## src/rtl/core/assert_macros.svh

```systemverilog
// assertion macros used by the prefetcher top level
`ifndef ASSERT_MACROS_SVH
`define ASSERT_MACROS_SVH

// same-cycle implication, checked on every clock outside reset
`define RBSP_ASSERT_IMP(lbl, ante, cons, msg) \
   lbl: assert property (@(posedge clock) disable iff (reset) (ante) |-> (cons)) \
      else $error(msg);

// next-cycle implication
`define RBSP_ASSERT_NXT(lbl, ante, cons, msg) \
   lbl: assert property (@(posedge clock) disable iff (reset) (ante) |=> (cons)) \
      else $error(msg);

`endif

```

## src/rtl/core/rbsp_pkg.sv

```systemverilog
// shared types and constants of the batched ring stream prefetcher
package rbsp_pkg;

   localparam int MAX_BATCHES_DEF = 64;
   localparam int MAX_SLOTS_DEF   = 4096;

   localparam int ADDR_W  = 48;
   localparam int SIZE_W  = 13;
   localparam int LIMIT_W = 32;
   localparam int INDEX_W = 32;
   localparam int SLOT_W  = 12;
   localparam int DONE_W  = 6;
   localparam int CSR_IDX_W = 3;

   // register reset values
   localparam logic [ADDR_W-1:0]  RST_REMOTE_BASE    = '0;
   localparam logic [SIZE_W-1:0]  RST_UNIT_BYTES     = 13'd8;
   localparam logic [SIZE_W-1:0]  RST_RING_SLOTS     = 13'd64;
   localparam logic [SIZE_W-1:0]  RST_BATCH_SIZE     = 13'd16;
   localparam logic [SIZE_W-1:0]  RST_FETCH_DISTANCE = 13'd32;
   localparam logic [LIMIT_W-1:0] RST_ELEMENT_LIMIT  = '0;

   typedef enum logic [1:0] {
      BATCH_IDLE  = 2'd0,
      BATCH_SYNC  = 2'd1,
      BATCH_READY = 2'd2
   } status_type;

   localparam logic XFER_READ  = 1'b0;
   localparam logic XFER_EVICT = 1'b1;

   typedef enum logic [1:0] {
      OP_ACCESS   = 2'd0,
      OP_COMPLETE = 2'd1,
      OP_RECHECK  = 2'd2
   } op_type;

   typedef enum logic [CSR_IDX_W-1:0] {
      CSR_REMOTE_BASE    = 3'd0,
      CSR_UNIT_BYTES     = 3'd1,
      CSR_RING_SLOTS     = 3'd2,
      CSR_BATCH_SIZE     = 3'd3,
      CSR_FETCH_DISTANCE = 3'd4,
      CSR_ELEMENT_LIMIT  = 3'd5,
      CSR_IS_STORE       = 3'd6
   } csr_index_type;

   typedef enum logic [3:0] {
      S_IDLE,
      S_ALN,
      S_TSLOT,
      S_TB1,
      S_TB2,
      S_TMOD,
      S_TRD,
      S_TREQ,
      S_RSLOT,
      S_RB1,
      S_RB2,
      S_RMOD,
      S_RRD,
      S_RREP
   } state_type;

   // handshake between sequencer and divider
   typedef struct packed {
      logic start;
   } div_ctl_type;

   typedef struct packed {
      logic busy;
      logic done;
   } div_sts_type;

endpackage

```

## src/rtl/core/rbsp_div.sv

```systemverilog
// restoring divider, one quotient bit per cycle
module rbsp_div
   import rbsp_pkg::*;
#(
   parameter int DVW = 17
) (
   input  logic              clock,
   input  logic              reset,
   input  div_ctl_type       ctl,
   input  logic [INDEX_W-1:0] dividend,
   input  logic [DVW-1:0]    divisor,
   output div_sts_type       sts,
   output logic [INDEX_W-1:0] quot,
   output logic [DVW-1:0]    rem
);

   localparam int CNT_W = $clog2(INDEX_W + 1);

   logic [INDEX_W-1:0] quot_ff, quot_in;
   logic [DVW-1:0]     rem_ff, rem_in;
   logic [DVW-1:0]     dsr_ff, dsr_in;
   logic [CNT_W-1:0]   cnt_ff, cnt_in;
   logic               busy_ff, busy_in;
   logic               done_ff, done_in;
   logic [DVW:0]       trial;

   always_comb begin
      quot_in = quot_ff;
      rem_in  = rem_ff;
      dsr_in  = dsr_ff;
      cnt_in  = cnt_ff;
      busy_in = busy_ff;
      done_in = 1'b0;
      trial   = {rem_ff, quot_ff[INDEX_W-1]};
      if (ctl.start) begin
         quot_in = dividend;
         rem_in  = '0;
         dsr_in  = divisor;
         cnt_in  = CNT_W'(INDEX_W);
         busy_in = 1'b1;
      end else if (busy_ff) begin
         if (trial >= {1'b0, dsr_ff}) begin
            rem_in  = DVW'(trial - {1'b0, dsr_ff});
            quot_in = {quot_ff[INDEX_W-2:0], 1'b1};
         end else begin
            rem_in  = trial[DVW-1:0];
            quot_in = {quot_ff[INDEX_W-2:0], 1'b0};
         end
         cnt_in = cnt_ff - 1'b1;
         if (cnt_ff == CNT_W'(1)) begin
            busy_in = 1'b0;
            done_in = 1'b1;
         end
      end
   end

   always_ff @(posedge clock) begin
      if (reset) begin
         busy_ff <= 1'b0;
         done_ff <= 1'b0;
         cnt_ff  <= '0;
      end else begin
         busy_ff <= busy_in;
         done_ff <= done_in;
         cnt_ff  <= cnt_in;
      end
      quot_ff <= quot_in;
      rem_ff  <= rem_in;
      dsr_ff  <= dsr_in;
   end

   assign sts.busy = busy_ff;
   assign sts.done = done_ff;
   assign quot     = quot_ff;
   assign rem      = rem_ff;

endmodule

```

## src/rtl/core/batched_ring_stream_prefetcher.sv

```systemverilog
// top level of the batched ring stream prefetcher
//
// req_ channel carries one transaction: op, elem_index, done_batch. an access
// (op 0) with a batch-aligned index whose target lies below element_limit
// produces a remote request (last=0) and then the access reply (last=1); an
// access without prefetch and a recheck (op 2) produce the reply alone. a
// completion (op 1) marks a batch ready and produces nothing, as does op 3.
// csr_ writes one register per transaction and is always ready; write it only
// while the block is idle.
// the divisions of the index math run through one restoring divider, one
// quotient bit per cycle; the sequencer starts a new division only once the
// one before it is done. a recheck needs two divisions, an access without
// prefetch three; a prefetching access needs five divisions and shows its
// request before its reply. the next transaction is accepted in the cycle
// after the reply is loaded; a completion or op 3 leaves the block idle.
// the result sits in an output register; when rsp_ready is low the sequencer
// waits with the next result and req_ready stays low until the last one is
// loaded. reset clears the registers to their defaults and every batch to idle
// through per-batch valid bits; the block is ready the cycle after reset.
module batched_ring_stream_prefetcher
   import rbsp_pkg::*;
#(
   parameter int MAX_BATCHES = MAX_BATCHES_DEF,
   parameter int MAX_SLOTS   = MAX_SLOTS_DEF
) (
   input  logic                 clock,
   input  logic                 reset,
   input  logic                 req_valid,
   output logic                 req_ready,
   input  logic [1:0]           req_op,
   input  logic [INDEX_W-1:0]   req_elem_index,
   input  logic [DONE_W-1:0]    req_done_batch,
   output logic                 rsp_valid,
   input  logic                 rsp_ready,
   output logic                 rsp_is_request,
   output logic                 rsp_ready_res,
   output logic [SLOT_W-1:0]    rsp_slot_index,
   output logic                 rsp_req_evict,
   output logic [ADDR_W-1:0]    rsp_read_addr,
   output logic [ADDR_W-1:0]    rsp_write_addr,
   output logic [SIZE_W-1:0]    rsp_read_count,
   output logic [SIZE_W-1:0]    rsp_write_count,
   output logic                 rsp_last,
   input  logic                 csr_valid,
   output logic                 csr_ready,
   input  logic [CSR_IDX_W-1:0] csr_index,
   input  logic [ADDR_W-1:0]    csr_data
);

`include "assert_macros.svh"

   localparam int BW  = (MAX_BATCHES > 1) ? $clog2(MAX_BATCHES) : 1;
   localparam int SW  = $clog2(MAX_SLOTS + 1);
   localparam int MBW = $clog2(MAX_BATCHES + 1);
   localparam int DVW = (SW > MBW) ? SW : MBW;

   // batch number mod MAX_BATCHES by reciprocal multiplication
   localparam int ML = (MAX_BATCHES > 1) ? $clog2(MAX_BATCHES) : 0;
   localparam int RW = SW + 2;
   localparam int PW = SW + RW;
   localparam longint MB_RECIP_L =
      ((longint'(1) << (SW + ML)) + longint'(MAX_BATCHES) - 1) / longint'(MAX_BATCHES);
   localparam logic [RW-1:0] MB_RECIP = RW'(MB_RECIP_L);
   localparam logic [PW-1:0] MB_K     = PW'(MAX_BATCHES);

   // configuration registers
   logic [ADDR_W-1:0]  remote_base_ff;
   logic [SIZE_W-1:0]  unit_bytes_ff;
   logic [SIZE_W-1:0]  ring_slots_ff;
   logic [SIZE_W-1:0]  batch_size_ff;
   logic [SIZE_W-1:0]  fetch_distance_ff;
   logic [LIMIT_W-1:0] element_limit_ff;
   logic               is_store_ff;

   assign csr_ready = 1'b1;

   always_ff @(posedge clock) begin
      if (reset) begin
         remote_base_ff    <= RST_REMOTE_BASE;
         unit_bytes_ff     <= RST_UNIT_BYTES;
         ring_slots_ff     <= RST_RING_SLOTS;
         batch_size_ff     <= RST_BATCH_SIZE;
         fetch_distance_ff <= RST_FETCH_DISTANCE;
         element_limit_ff  <= RST_ELEMENT_LIMIT;
         is_store_ff       <= 1'b0;
      end else if (csr_valid) begin
         case (csr_index)
            CSR_REMOTE_BASE:    remote_base_ff    <= csr_data;
            CSR_UNIT_BYTES:     unit_bytes_ff     <= csr_data[SIZE_W-1:0];
            CSR_RING_SLOTS:     ring_slots_ff     <= csr_data[SIZE_W-1:0];
            CSR_BATCH_SIZE:     batch_size_ff     <= csr_data[SIZE_W-1:0];
            CSR_FETCH_DISTANCE: fetch_distance_ff <= csr_data[SIZE_W-1:0];
            CSR_ELEMENT_LIMIT:  element_limit_ff  <= csr_data[LIMIT_W-1:0];
            CSR_IS_STORE:       is_store_ff       <= csr_data[0];
            default: ;
         endcase
      end
   end

   // clamped sizes
   logic [31:0]   ring32, bat32;
   logic [SW-1:0] slots_eff, bat_eff;

   always_comb begin
      ring32 = {19'b0, ring_slots_ff};
      bat32  = {19'b0, batch_size_ff};
      if (ring32 == 32'd0)
         slots_eff = SW'(1);
      else if (ring32 > 32'(MAX_SLOTS))
         slots_eff = SW'(MAX_SLOTS);
      else
         slots_eff = SW'(ring32);
      if (bat32 == 32'd0)
         bat_eff = SW'(1);
      else if (bat32 > 32'(MAX_SLOTS))
         bat_eff = SW'(MAX_SLOTS);
      else
         bat_eff = SW'(bat32);
   end

   // transaction state
   state_type          state_ff, state_in;
   logic [INDEX_W-1:0] idx_ff;
   logic [INDEX_W:0]   tgt_ff;
   logic               pref_ff;
   logic [BW-1:0]      tb_ff, tb_in;
   logic [DVW-1:0]     slot_ff, slot_in;
   logic [SW-1:0]      bq_ff, bq_in;
   logic [SW-1:0]      mbq_ff;
   logic [PW-1:0]      mb_prod;
   logic [PW-1:0]      mb_sub;

   // quotient of the batch number by MAX_BATCHES, registered in the cycle after bq_ff
   assign mb_prod = PW'(bq_ff) * PW'(MB_RECIP);
   assign mb_sub  = PW'(bq_ff) - PW'(mbq_ff) * MB_K;

   always_ff @(posedge clock) begin
      mbq_ff <= SW'(mb_prod >> (SW + ML));
   end

   // address pipeline, inputs stay stable for the whole transaction
   logic [SIZE_W+INDEX_W-1:0] mul_ra_ff;
   logic [SIZE_W+SW-1:0]      mul_ev_ff;
   logic [ADDR_W-1:0]         ra_ff;
   logic [ADDR_W-1:0]         wa_ff;

   always_ff @(posedge clock) begin
      mul_ra_ff <= unit_bytes_ff * tgt_ff[INDEX_W-1:0];
      mul_ev_ff <= unit_bytes_ff * slots_eff;
      ra_ff     <= remote_base_ff + ADDR_W'(mul_ra_ff);
      wa_ff     <= ra_ff - ADDR_W'(mul_ev_ff);
   end

   // batch status memory with per-batch valid bits
   logic [1:0]             status_mem [MAX_BATCHES];
   logic [MAX_BATCHES-1:0] vld_ff;
   logic                   wr_en;
   logic [BW-1:0]          wr_addr;
   status_type             wr_data;
   logic [1:0]             rd_ff;
   logic                   rd_vld_ff;

   always_ff @(posedge clock) begin
      if (wr_en)
         status_mem[wr_addr] <= wr_data;
      rd_ff     <= status_mem[tb_ff];
      rd_vld_ff <= vld_ff[tb_ff];
   end

   always_ff @(posedge clock) begin
      if (reset)
         vld_ff <= '0;
      else if (wr_en)
         vld_ff[wr_addr] <= 1'b1;
   end

   // shared divider
   div_ctl_type        dctl;
   div_sts_type        dsts;
   logic [INDEX_W-1:0] div_dividend, div_quot;
   logic [DVW-1:0]     div_divisor, div_rem;

   rbsp_div #(.DVW(DVW)) u_div (
      .clock    (clock),
      .reset    (reset),
      .ctl      (dctl),
      .dividend (div_dividend),
      .divisor  (div_divisor),
      .sts      (dsts),
      .quot     (div_quot),
      .rem      (div_rem)
   );

   // output register
   logic               rsp_valid_ff;
   logic               out_load;
   logic               out_free;
   logic               o_req, o_rdy, o_ev, o_last;
   logic [SLOT_W-1:0]  o_slot;
   logic [ADDR_W-1:0]  o_ra, o_wa;
   logic [SIZE_W-1:0]  o_rc, o_wc;
   logic [LIMIT_W-1:0] left;
   logic [LIMIT_W-1:0] cnt;
   logic               accept;
   logic               evict;
   logic [INDEX_W:0]   tgt_new;

   assign out_free  = !rsp_valid_ff || rsp_ready;
   assign req_ready = (state_ff == S_IDLE);
   assign accept    = req_valid && req_ready;
   assign tgt_new   = {1'b0, req_elem_index} + {20'b0, fetch_distance_ff};

   always_comb begin
      state_in     = state_ff;
      dctl.start   = 1'b0;
      div_dividend = idx_ff;
      div_divisor  = DVW'(bat_eff);
      tb_in        = tb_ff;
      slot_in      = slot_ff;
      bq_in        = bq_ff;
      wr_en        = 1'b0;
      wr_addr      = tb_ff;
      wr_data      = BATCH_SYNC;
      out_load     = 1'b0;
      o_req        = 1'b0;
      o_rdy        = 1'b0;
      o_ev         = XFER_READ;
      o_slot       = SLOT_W'(slot_ff);
      o_ra         = '0;
      o_wa         = '0;
      o_rc         = '0;
      o_wc         = '0;
      o_last       = 1'b1;
      left         = element_limit_ff - tgt_ff[LIMIT_W-1:0];
      cnt          = (left < 32'(bat_eff)) ? left : 32'(bat_eff);
      evict        = is_store_ff && rd_vld_ff && (rd_ff != BATCH_IDLE);
      case (state_ff)
         S_IDLE: begin
            if (accept) begin
               case (req_op)
                  OP_ACCESS: begin
                     dctl.start   = 1'b1;
                     div_dividend = req_elem_index;
                     div_divisor  = DVW'(bat_eff);
                     state_in     = S_ALN;
                  end
                  OP_RECHECK: begin
                     dctl.start   = 1'b1;
                     div_dividend = req_elem_index;
                     div_divisor  = DVW'(slots_eff);
                     state_in     = S_RSLOT;
                  end
                  OP_COMPLETE: begin
                     if (32'(req_done_batch) < 32'(MAX_BATCHES)) begin
                        wr_en   = 1'b1;
                        wr_addr = BW'(req_done_batch);
                        wr_data = BATCH_READY;
                     end
                  end
                  default: ;
               endcase
            end
         end
         S_ALN: begin
            if (dsts.done) begin
               dctl.start  = 1'b1;
               div_divisor = DVW'(slots_eff);
               if (div_rem == '0 && pref_ff) begin
                  div_dividend = tgt_ff[INDEX_W-1:0];
                  state_in     = S_TSLOT;
               end else begin
                  div_dividend = idx_ff;
                  state_in     = S_RSLOT;
               end
            end
         end
         S_TSLOT, S_RSLOT: begin
            if (dsts.done) begin
               slot_in      = div_rem;
               dctl.start   = 1'b1;
               div_dividend = INDEX_W'(div_rem);
               div_divisor  = DVW'(bat_eff);
               state_in     = (state_ff == S_TSLOT) ? S_TB1 : S_RB1;
            end
         end
         S_TB1, S_RB1: begin
            if (dsts.done) begin
               bq_in    = div_quot[SW-1:0];
               state_in = (state_ff == S_TB1) ? S_TB2 : S_RB2;
            end
         end
         S_TB2: state_in = S_TMOD;
         S_RB2: state_in = S_RMOD;
         S_TMOD, S_RMOD: begin
            // batch number taken mod the batch count
            tb_in    = BW'(mb_sub);
            state_in = (state_ff == S_TMOD) ? S_TRD : S_RRD;
         end
         S_TRD: state_in = S_TREQ;
         S_RRD: state_in = S_RREP;
         S_TREQ: begin
            if (out_free) begin
               out_load = 1'b1;
               o_req    = 1'b1;
               o_ev     = evict ? XFER_EVICT : XFER_READ;
               o_ra     = ra_ff;
               o_wa     = evict ? wa_ff : '0;
               o_rc     = cnt[SIZE_W-1:0];
               o_wc     = evict ? SIZE_W'(bat_eff) : '0;
               o_last   = 1'b0;
               wr_en    = 1'b1;
               wr_addr  = tb_ff;
               wr_data  = BATCH_SYNC;
               dctl.start   = 1'b1;
               div_dividend = idx_ff;
               div_divisor  = DVW'(slots_eff);
               state_in     = S_RSLOT;
            end
         end
         S_RREP: begin
            if (out_free) begin
               out_load = 1'b1;
               o_rdy    = rd_vld_ff && (rd_ff == BATCH_READY);
               state_in = S_IDLE;
            end
         end
         default: state_in = S_IDLE;
      endcase
   end

   always_ff @(posedge clock) begin
      if (reset)
         state_ff <= S_IDLE;
      else
         state_ff <= state_in;
      tb_ff   <= tb_in;
      slot_ff <= slot_in;
      bq_ff   <= bq_in;
      if (accept) begin
         idx_ff  <= req_elem_index;
         tgt_ff  <= tgt_new;
         pref_ff <= (tgt_new < {1'b0, element_limit_ff});
      end
   end

   always_ff @(posedge clock) begin
      if (reset)
         rsp_valid_ff <= 1'b0;
      else if (out_load)
         rsp_valid_ff <= 1'b1;
      else if (rsp_ready)
         rsp_valid_ff <= 1'b0;
      if (out_load) begin
         rsp_is_request  <= o_req;
         rsp_ready_res   <= o_rdy;
         rsp_slot_index  <= o_slot;
         rsp_req_evict   <= o_ev;
         rsp_read_addr   <= o_ra;
         rsp_write_addr  <= o_wa;
         rsp_read_count  <= o_rc;
         rsp_write_count <= o_wc;
         rsp_last        <= o_last;
      end
   end

   assign rsp_valid = rsp_valid_ff;

   `RBSP_ASSERT_IMP(a_req_not_last, rsp_valid && rsp_is_request, !rsp_last, "request marked last")
   `RBSP_ASSERT_IMP(a_reply_last, rsp_valid && !rsp_is_request, rsp_last, "reply not marked last")
   `RBSP_ASSERT_IMP(a_div_idle, state_ff == S_IDLE, !dsts.busy, "divider busy while idle")
   `RBSP_ASSERT_NXT(a_load_valid, out_load, rsp_valid, "loaded result not shown")

endmodule

```

## config.mk

```make
export PLATFORM = sky130hd
export DESIGN_NAME = batched_ring_stream_prefetcher
export DESIGN_NICKNAME = d
export VERILOG_FILES = /design/src/rtl/core/rbsp_pkg.sv /design/src/rtl/core/rbsp_div.sv /design/src/rtl/core/batched_ring_stream_prefetcher.sv
export VERILOG_INCLUDE_DIRS = /design/src /design/src/rtl/core
export SDC_FILE = /design/constraint.sdc
export NUM_CORES = 2
export LEC_CHECK = 0
export BUFFER_PORTS_ARGS = -buffer_cell sky130_fd_sc_hd__buf_2
export CAP_MARGIN = 20
export CORE_MARGIN = 4
export CORE_UTILIZATION = 45
export CTS_BUF_LIST = sky130_fd_sc_hd__clkbuf_2
export DETAILED_ROUTE_END_ITERATION = 10
export PLACE_DENSITY = 0.61
export SLEW_MARGIN = 20
export SYNTH_ARGS = -nofsm -noshare
export SYNTH_HDL_FRONTEND = slang
export SYNTH_SLANG_ARGS = --single-unit
```

## constraint.sdc

```tcl
create_clock -name clock -period 7.6 [get_ports clock]
set_input_delay 0 -clock clock [delete_from_list [all_inputs] [get_ports clock]]
set_output_delay 0 -clock clock [all_outputs]
set_load 0.005 [all_outputs]
```

== Word level (Yosys, flattened, before mapping) ==
Memory sizes are Yosys's and may differ from the RTL's. A register that Yosys moved wholly into a read port is not among the register bits.
Cells that the tools add are included.

* Add/sub/neg operators: 7
* Multipliers: 2
* Divide/modulo/power cells: 0
* Magnitude comparators: 8
* Equal/unequal tests: 30
* Shift operators: 0
* Multiplexer cells: 63
* Bitwise logic cells: 2
* Reduce and logical (&&, ||, !) cells: 38

{| class="wikitable"
|+ Operators by type and width
! operator !! number
|-
| 2-to-1 mux 32 bit || 7
|-
| 2-to-1 mux 13 bit || 10
|-
| one-hot mux 32 bit (3 select lines) || 1
|-
| bitwise OR 64 bit || 1
|-
| adder 48 x 45 -> 48 bit || 1
|-
| subtractor 48 x 26 -> 48 bit || 1
|-
| multiplier 13 x 32 -> 45 bit || 1
|-
| one-hot mux 4 bit (11 select lines) || 1
|-
| 2-to-1 mux 4 bit || 10
|-
| logical NOT 13 bit || 3
|-
| one-hot mux 13 bit (3 select lines) || 1
|-
| adder 32 x 13 -> 33 bit || 1
|-
| less-than comparator 33 x 32 -> 1 bit || 1
|-
| less-than comparator 32 x 13 -> 1 bit || 1
|-
| subtractor 32 bit || 1
|-
| 2-to-1 mux 6 bit || 5
|-
| greater-than comparator 13 bit, second input constant || 2
|-
| multiplier 13 x 13 -> 26 bit || 1
|-
| == test 4 bit, second input constant || 6
|-
| AND reduction 2 bit || 11
|-
| 2-to-1 mux 1 bit || 20
|-
| == test 4 x 3 -> 1 bit, second input constant || 4
|-
| >= comparator 14 x 13 -> 1 bit || 1
|-
| less-than comparator 6 x 7 -> 1 bit, second input constant || 2
|-
| other kinds (32) || 57
|}

* Bits in registers: 663
* Bits in latches: 0
* RAM bits: 128
* ROM bits: 0
* Output and inout port bits: 141
* Logic and storage cells: 188
* Memories: 1

{| class="wikitable"
|+ Memories
! memory !! words !! bits a word !! read ports !! clocked after memory_dff !! write ports !! RTL line !! RTL
|-
| status_mem || 64 || 2 || 1 || 1 || 1 || batched_ring_stream_prefetcher.sv:155 || <nowiki>logic [1:0] status_mem [MAX_BATCHES];</nowiki>
|}

== Depth between registers and ports, before layout ==
* Word-level depth: 9
* Mapped depth: 25
* Mapped depth without buffers: 25

== By module ==
Synthesis repeated with hierarchy kept, for this count alone.

* Cell total of the unflattened synthesis: 5,413
* Area, all modules: 54,282.1 sq um

{| class="wikitable"
|+ By module, submodules not included
! module !! instances !! cells each !! area each (sq um)
|-
| batched_ring_stream_prefetcher || 1 || 5,067 || 50,487.2
|-
| rbsp_div || 1 || 346 || 3,794.9
|}

== Worst setup path after synthesis ==
Ideal clock, no wire load.

* Kind: register to register
* From: register unit_bytes_ff[12]
* To: register mul_ra_ff[38]
* Setup time: 0.129 ns
* Data arrival time: 6.135 ns
* Required time: 7.471 ns
* Path slack: 1.336 ns
* Cell stages (with the launch flop): 24
* Buffers on the path: 2
* Clock period less this slack: 6.264 ns
* Cell sequence: dfxtp_1 clkbuf_1 clkbuf_1 nand2_1 fa_1 inv_1 fa_1 fa_1 inv_1 fa_1 inv_1 fa_1 ha_1 a21oi_1 o21ai_0 a32oi_1 o21ai_1 a211o_1 or3_1 a31oi_1 nand2_1 a41o_1 a2111oi_0 nor2_1

* Cells in the longest elaborated chain, start to end: 1

{| class="wikitable"
|+ Ends and longest elaborated chain
! item !! RTL line !! RTL
|-
| from (decl) || batched_ring_stream_prefetcher.sv:68 || <nowiki>logic [SIZE_W-1:0] unit_bytes_ff;</nowiki>
|-
| from (signal assigned) || batched_ring_stream_prefetcher.sv:89 || <nowiki>CSR_UNIT_BYTES: unit_bytes_ff <= csr_data[SIZE_W-1:0];</nowiki>
|-
| multiplier 13 x 32 -> 45 bit || batched_ring_stream_prefetcher.sv:148 || <nowiki>mul_ra_ff <= unit_bytes_ff * tgt_ff[INDEX_W-1:0];</nowiki>
|-
| to (signal assigned) || batched_ring_stream_prefetcher.sv:148 ||
|-
| to (decl) || batched_ring_stream_prefetcher.sv:142 || <nowiki>logic [SIZE_W+INDEX_W-1:0] mul_ra_ff;</nowiki>
|}

No other way between the ends.
A chain may end at the register's enable or synchronous reset.

== Worst setup path in the final report ==
* From: register unit_bytes_ff[9]
* To: register mul_ra_ff[38]

Same word-level chain as after synthesis.

==> reports/metrics.cfg <==
[placement]
place_congestion=0.909
port_buffers=235
dp_hpwl_um=112000
place_ws_ns=0.756

[logic_synthesis]
synth_edf_count=400
yosysSeqAreaShare_pct=36.8
syn-cell-area_um2=54000
synthArstFlopShare_pct=0
synth_area_leaders=edfxtp_1, fa_1, dfxtp_1
syn_area_per_cell_um2=9.92
syn-instance-count=5438
ys_ff_latch=793
syn_nets=6324
ys_top_cells_by_count=nand2_1, inv_1, fa_1
synth_flop_cell=edfxtp_1
yosysWarningCount=0
synth_top_area_share_pct=22.3
synth_area_leader_cell=edfxtp_1
synth_most_common_cell=nand2_1
synth_cell_types=84

[cells_and_area]
drive_gt1_share_pct=12.4
num-fill-cells=10880
area.growth.synth_to_final_pct=16.5
final_nets=6987
finalCoreUtilization_pct=53.0

[floorplan]
fp.dieW_um=354
die-area_um2=126000
core_area_um2=119000
rows=126
initial_core_util_pct=45.5
die_y_um=354
ioPinCount=237

[timing]
setup_viol=0
max_slew.worst_pin.slew_ns=1.12
fin_worst_skew_ns=0.173
finalHoldViolations=0
tns_ns=0
timing.hold.ws_ns=0.287
fin_crit_sh_pct=91.6
setup_ws_ns=0.637
drv_slew=0
period_minus_slack_ns=6.96
max_freq_mhz=144
slew_headroom_pct=25.6
rsz0062_at_grt=false

[pwr]
ir_drop_v=0.000143
p_per_area_nw_per_um2=207
leakagePower_uw=0.0274

[detailed_routing]
drt_wl_total_um=156000
drtPass1Iterations=9
antenna_left=0
viasPerCell=5.31
initialDrtViolationCount=3231
drc=0
post_drt_wl_per_cell_um=19.7
dr_total_vias=41870

[clock_tree]
root_buffer=clkbuf_2
clock_latency_ns=1.65
cts_resized=0
clock_path_buffers=3
path_clk_slew_ns=0.12
cts_tree=built
clock_sinks=793
cts_inserted_buffers=206
htreeDepth=4

[worst_setup_path]
cp_max_fo=25
path_buf_inv=3
crit_required_ns=9.04
critPathKind=register to register
critPathArrivalTime_ns=8.40
critPathMostFrequentCell=fa_1
slowest_delay_ns=0.86
crit_path_top_delay_cell=dfxtp_1
cp_cell_sequence=buf_4, and2_1, fa_1, inv_1, fa_1, fa_1, fa_1, inv_1, fa_1, ha_1, a21oi_1, o211ai_1, a32oi_1, o21ai_1, a211o_1, or3_1, a31oi_1, nand2_1, a41o_1, a2111oi_0, nor2_1
crit_family=adder cells
start_kind=register
cp-end-kind=register

[run_status]
status=finished clean

[global_routing]
global_route.usage.total_pct=25.1
grt_max_degree=111
grt_pass1_vias=43338
grt_overflow_total=0
grt_pass1_wl_um=247000
grt_antenna_before_repair=8

[run]
maxCapViolCount=0

[min_path]
min_path_type=input port to register

flip-flops by register name (all words and copies together) (netlist names), 45 cells and up:
name and cells:
mul_ra_ff 45, ra_ff 48, remote_base_ff 48, rsp_read_addr 48
rsp_write_addr 48, status_mem 128, vld_ff 64, wa_ff 48
metrics by stage:
| step | std cells | area (µm²) | total power, µW |
|---|---|---|---|
| after floorplan | 5438 | 54000 | 8440 |
| after global placement | 7094 | 56800 | 9740 |
| after detailed placement | 7094 | 56800 | 9800 |
| after CTS | 7877 | 62800 | 13100 |
| after global routing | 7883 | 62900 | 13900 |
| final | 7884 | 62900 | 13000 |
worst paths after layout:
check / from / to / slack [ns] / cells after the start
setup / recovery: unit_bytes_ff[9] / mul_ra_ff[38] / 0.64 / 21
setup reg to reg: unit_bytes_ff[9] / mul_ra_ff[38] / 0.64 / 21
hold / removal: req_elem_index[10] / idx_ff[10] / 0.29 / 4
hold reg to reg: slot_ff[8] / rsp_slot_index[8] / 0.42 / 0
where the power goes:
group	switching, µW	internal [µW]	total, µW
logic	2580	1700	4280
clock network	1870	1240	3110
registers	521	5110	5630
total	4980	8040	13000
final cells by class:
type | count | area [µm²] | share of cell area, %
tap | 1600 | 2000 | 3.18
clock buffer | 332 | 1660 | 2.64
multi-input combinational | 3796 | 30900 | 49.2
timing repair buffer | 708 | 5800 | 9.23
clock inverter | 54 | 362 | 0.575
antenna | 5 | 12.5 | 0.0199
inverter | 596 | 2240 | 3.56
sequential | 793 | 19900 | 31.6
kinds of logic (layout without fill, tap and decap cells):
family | count (synthesis) | count (layout) | synth area share, %
multiplexers | 98 | 98 | 3.29
other | 1 | 6 | 0.00695
adder cells (fa/ha/maj) | 790 | 790 | 24.7
AND/OR/NAND/NOR | 1884 | 1884 | 16.3
buffers and inverters | 849 | 1690 | 5.94
XOR/XNOR | 194 | 194 | 3.15
AO/OA/AOI/OAI | 829 | 829 | 9.79
flip-flops | 793 | 793 | 36.8
layout by cell type (no fill, tap or decap), types with 50 or more instances in the layout:
master and count:
nand2_1 756, inv_1 595, fa_1 456, nor2_1 404, edfxtp_1 400, dlygate4sd3_1 394, dfxtp_1 392, and2_1 367
a21oi_1 342, ha_1 334, clkbuf_2 332, buf_2 234, xnor2_1 131, o21ai_0 98, a21o_1 95, buf_4 73
xor2_1 63, mux4_2 63, nand3_1 62, nor3_1 56, nor2b_1 50
worst min-delay path, stage by stage:
cell	delay (ns)
dlygate4sd3_1	0.53
dlygate4sd3_1	0.54
buf_2	0.09
dlygate4sd3_1	0.62
metal layers:
metal	share of wire, %	vias to the layer above	routed length, µm	global-route usage (%)
met2	48	1352	75000	42.3
met1	42	20664	65400	32.4
met3	5.8	275	8970	3.66
li1	-	19577	-	-
met5	0.0084	-	13	0
met4	4.0	2	6300	10.5
repair_timing:
item                                   in CTS  in global routing
endpoints found under the hold margin     903                  0
buffers inserted                            0                  0
hold buffers                              397                  0
No activity file was read; power rests on OpenSTA's default activity.
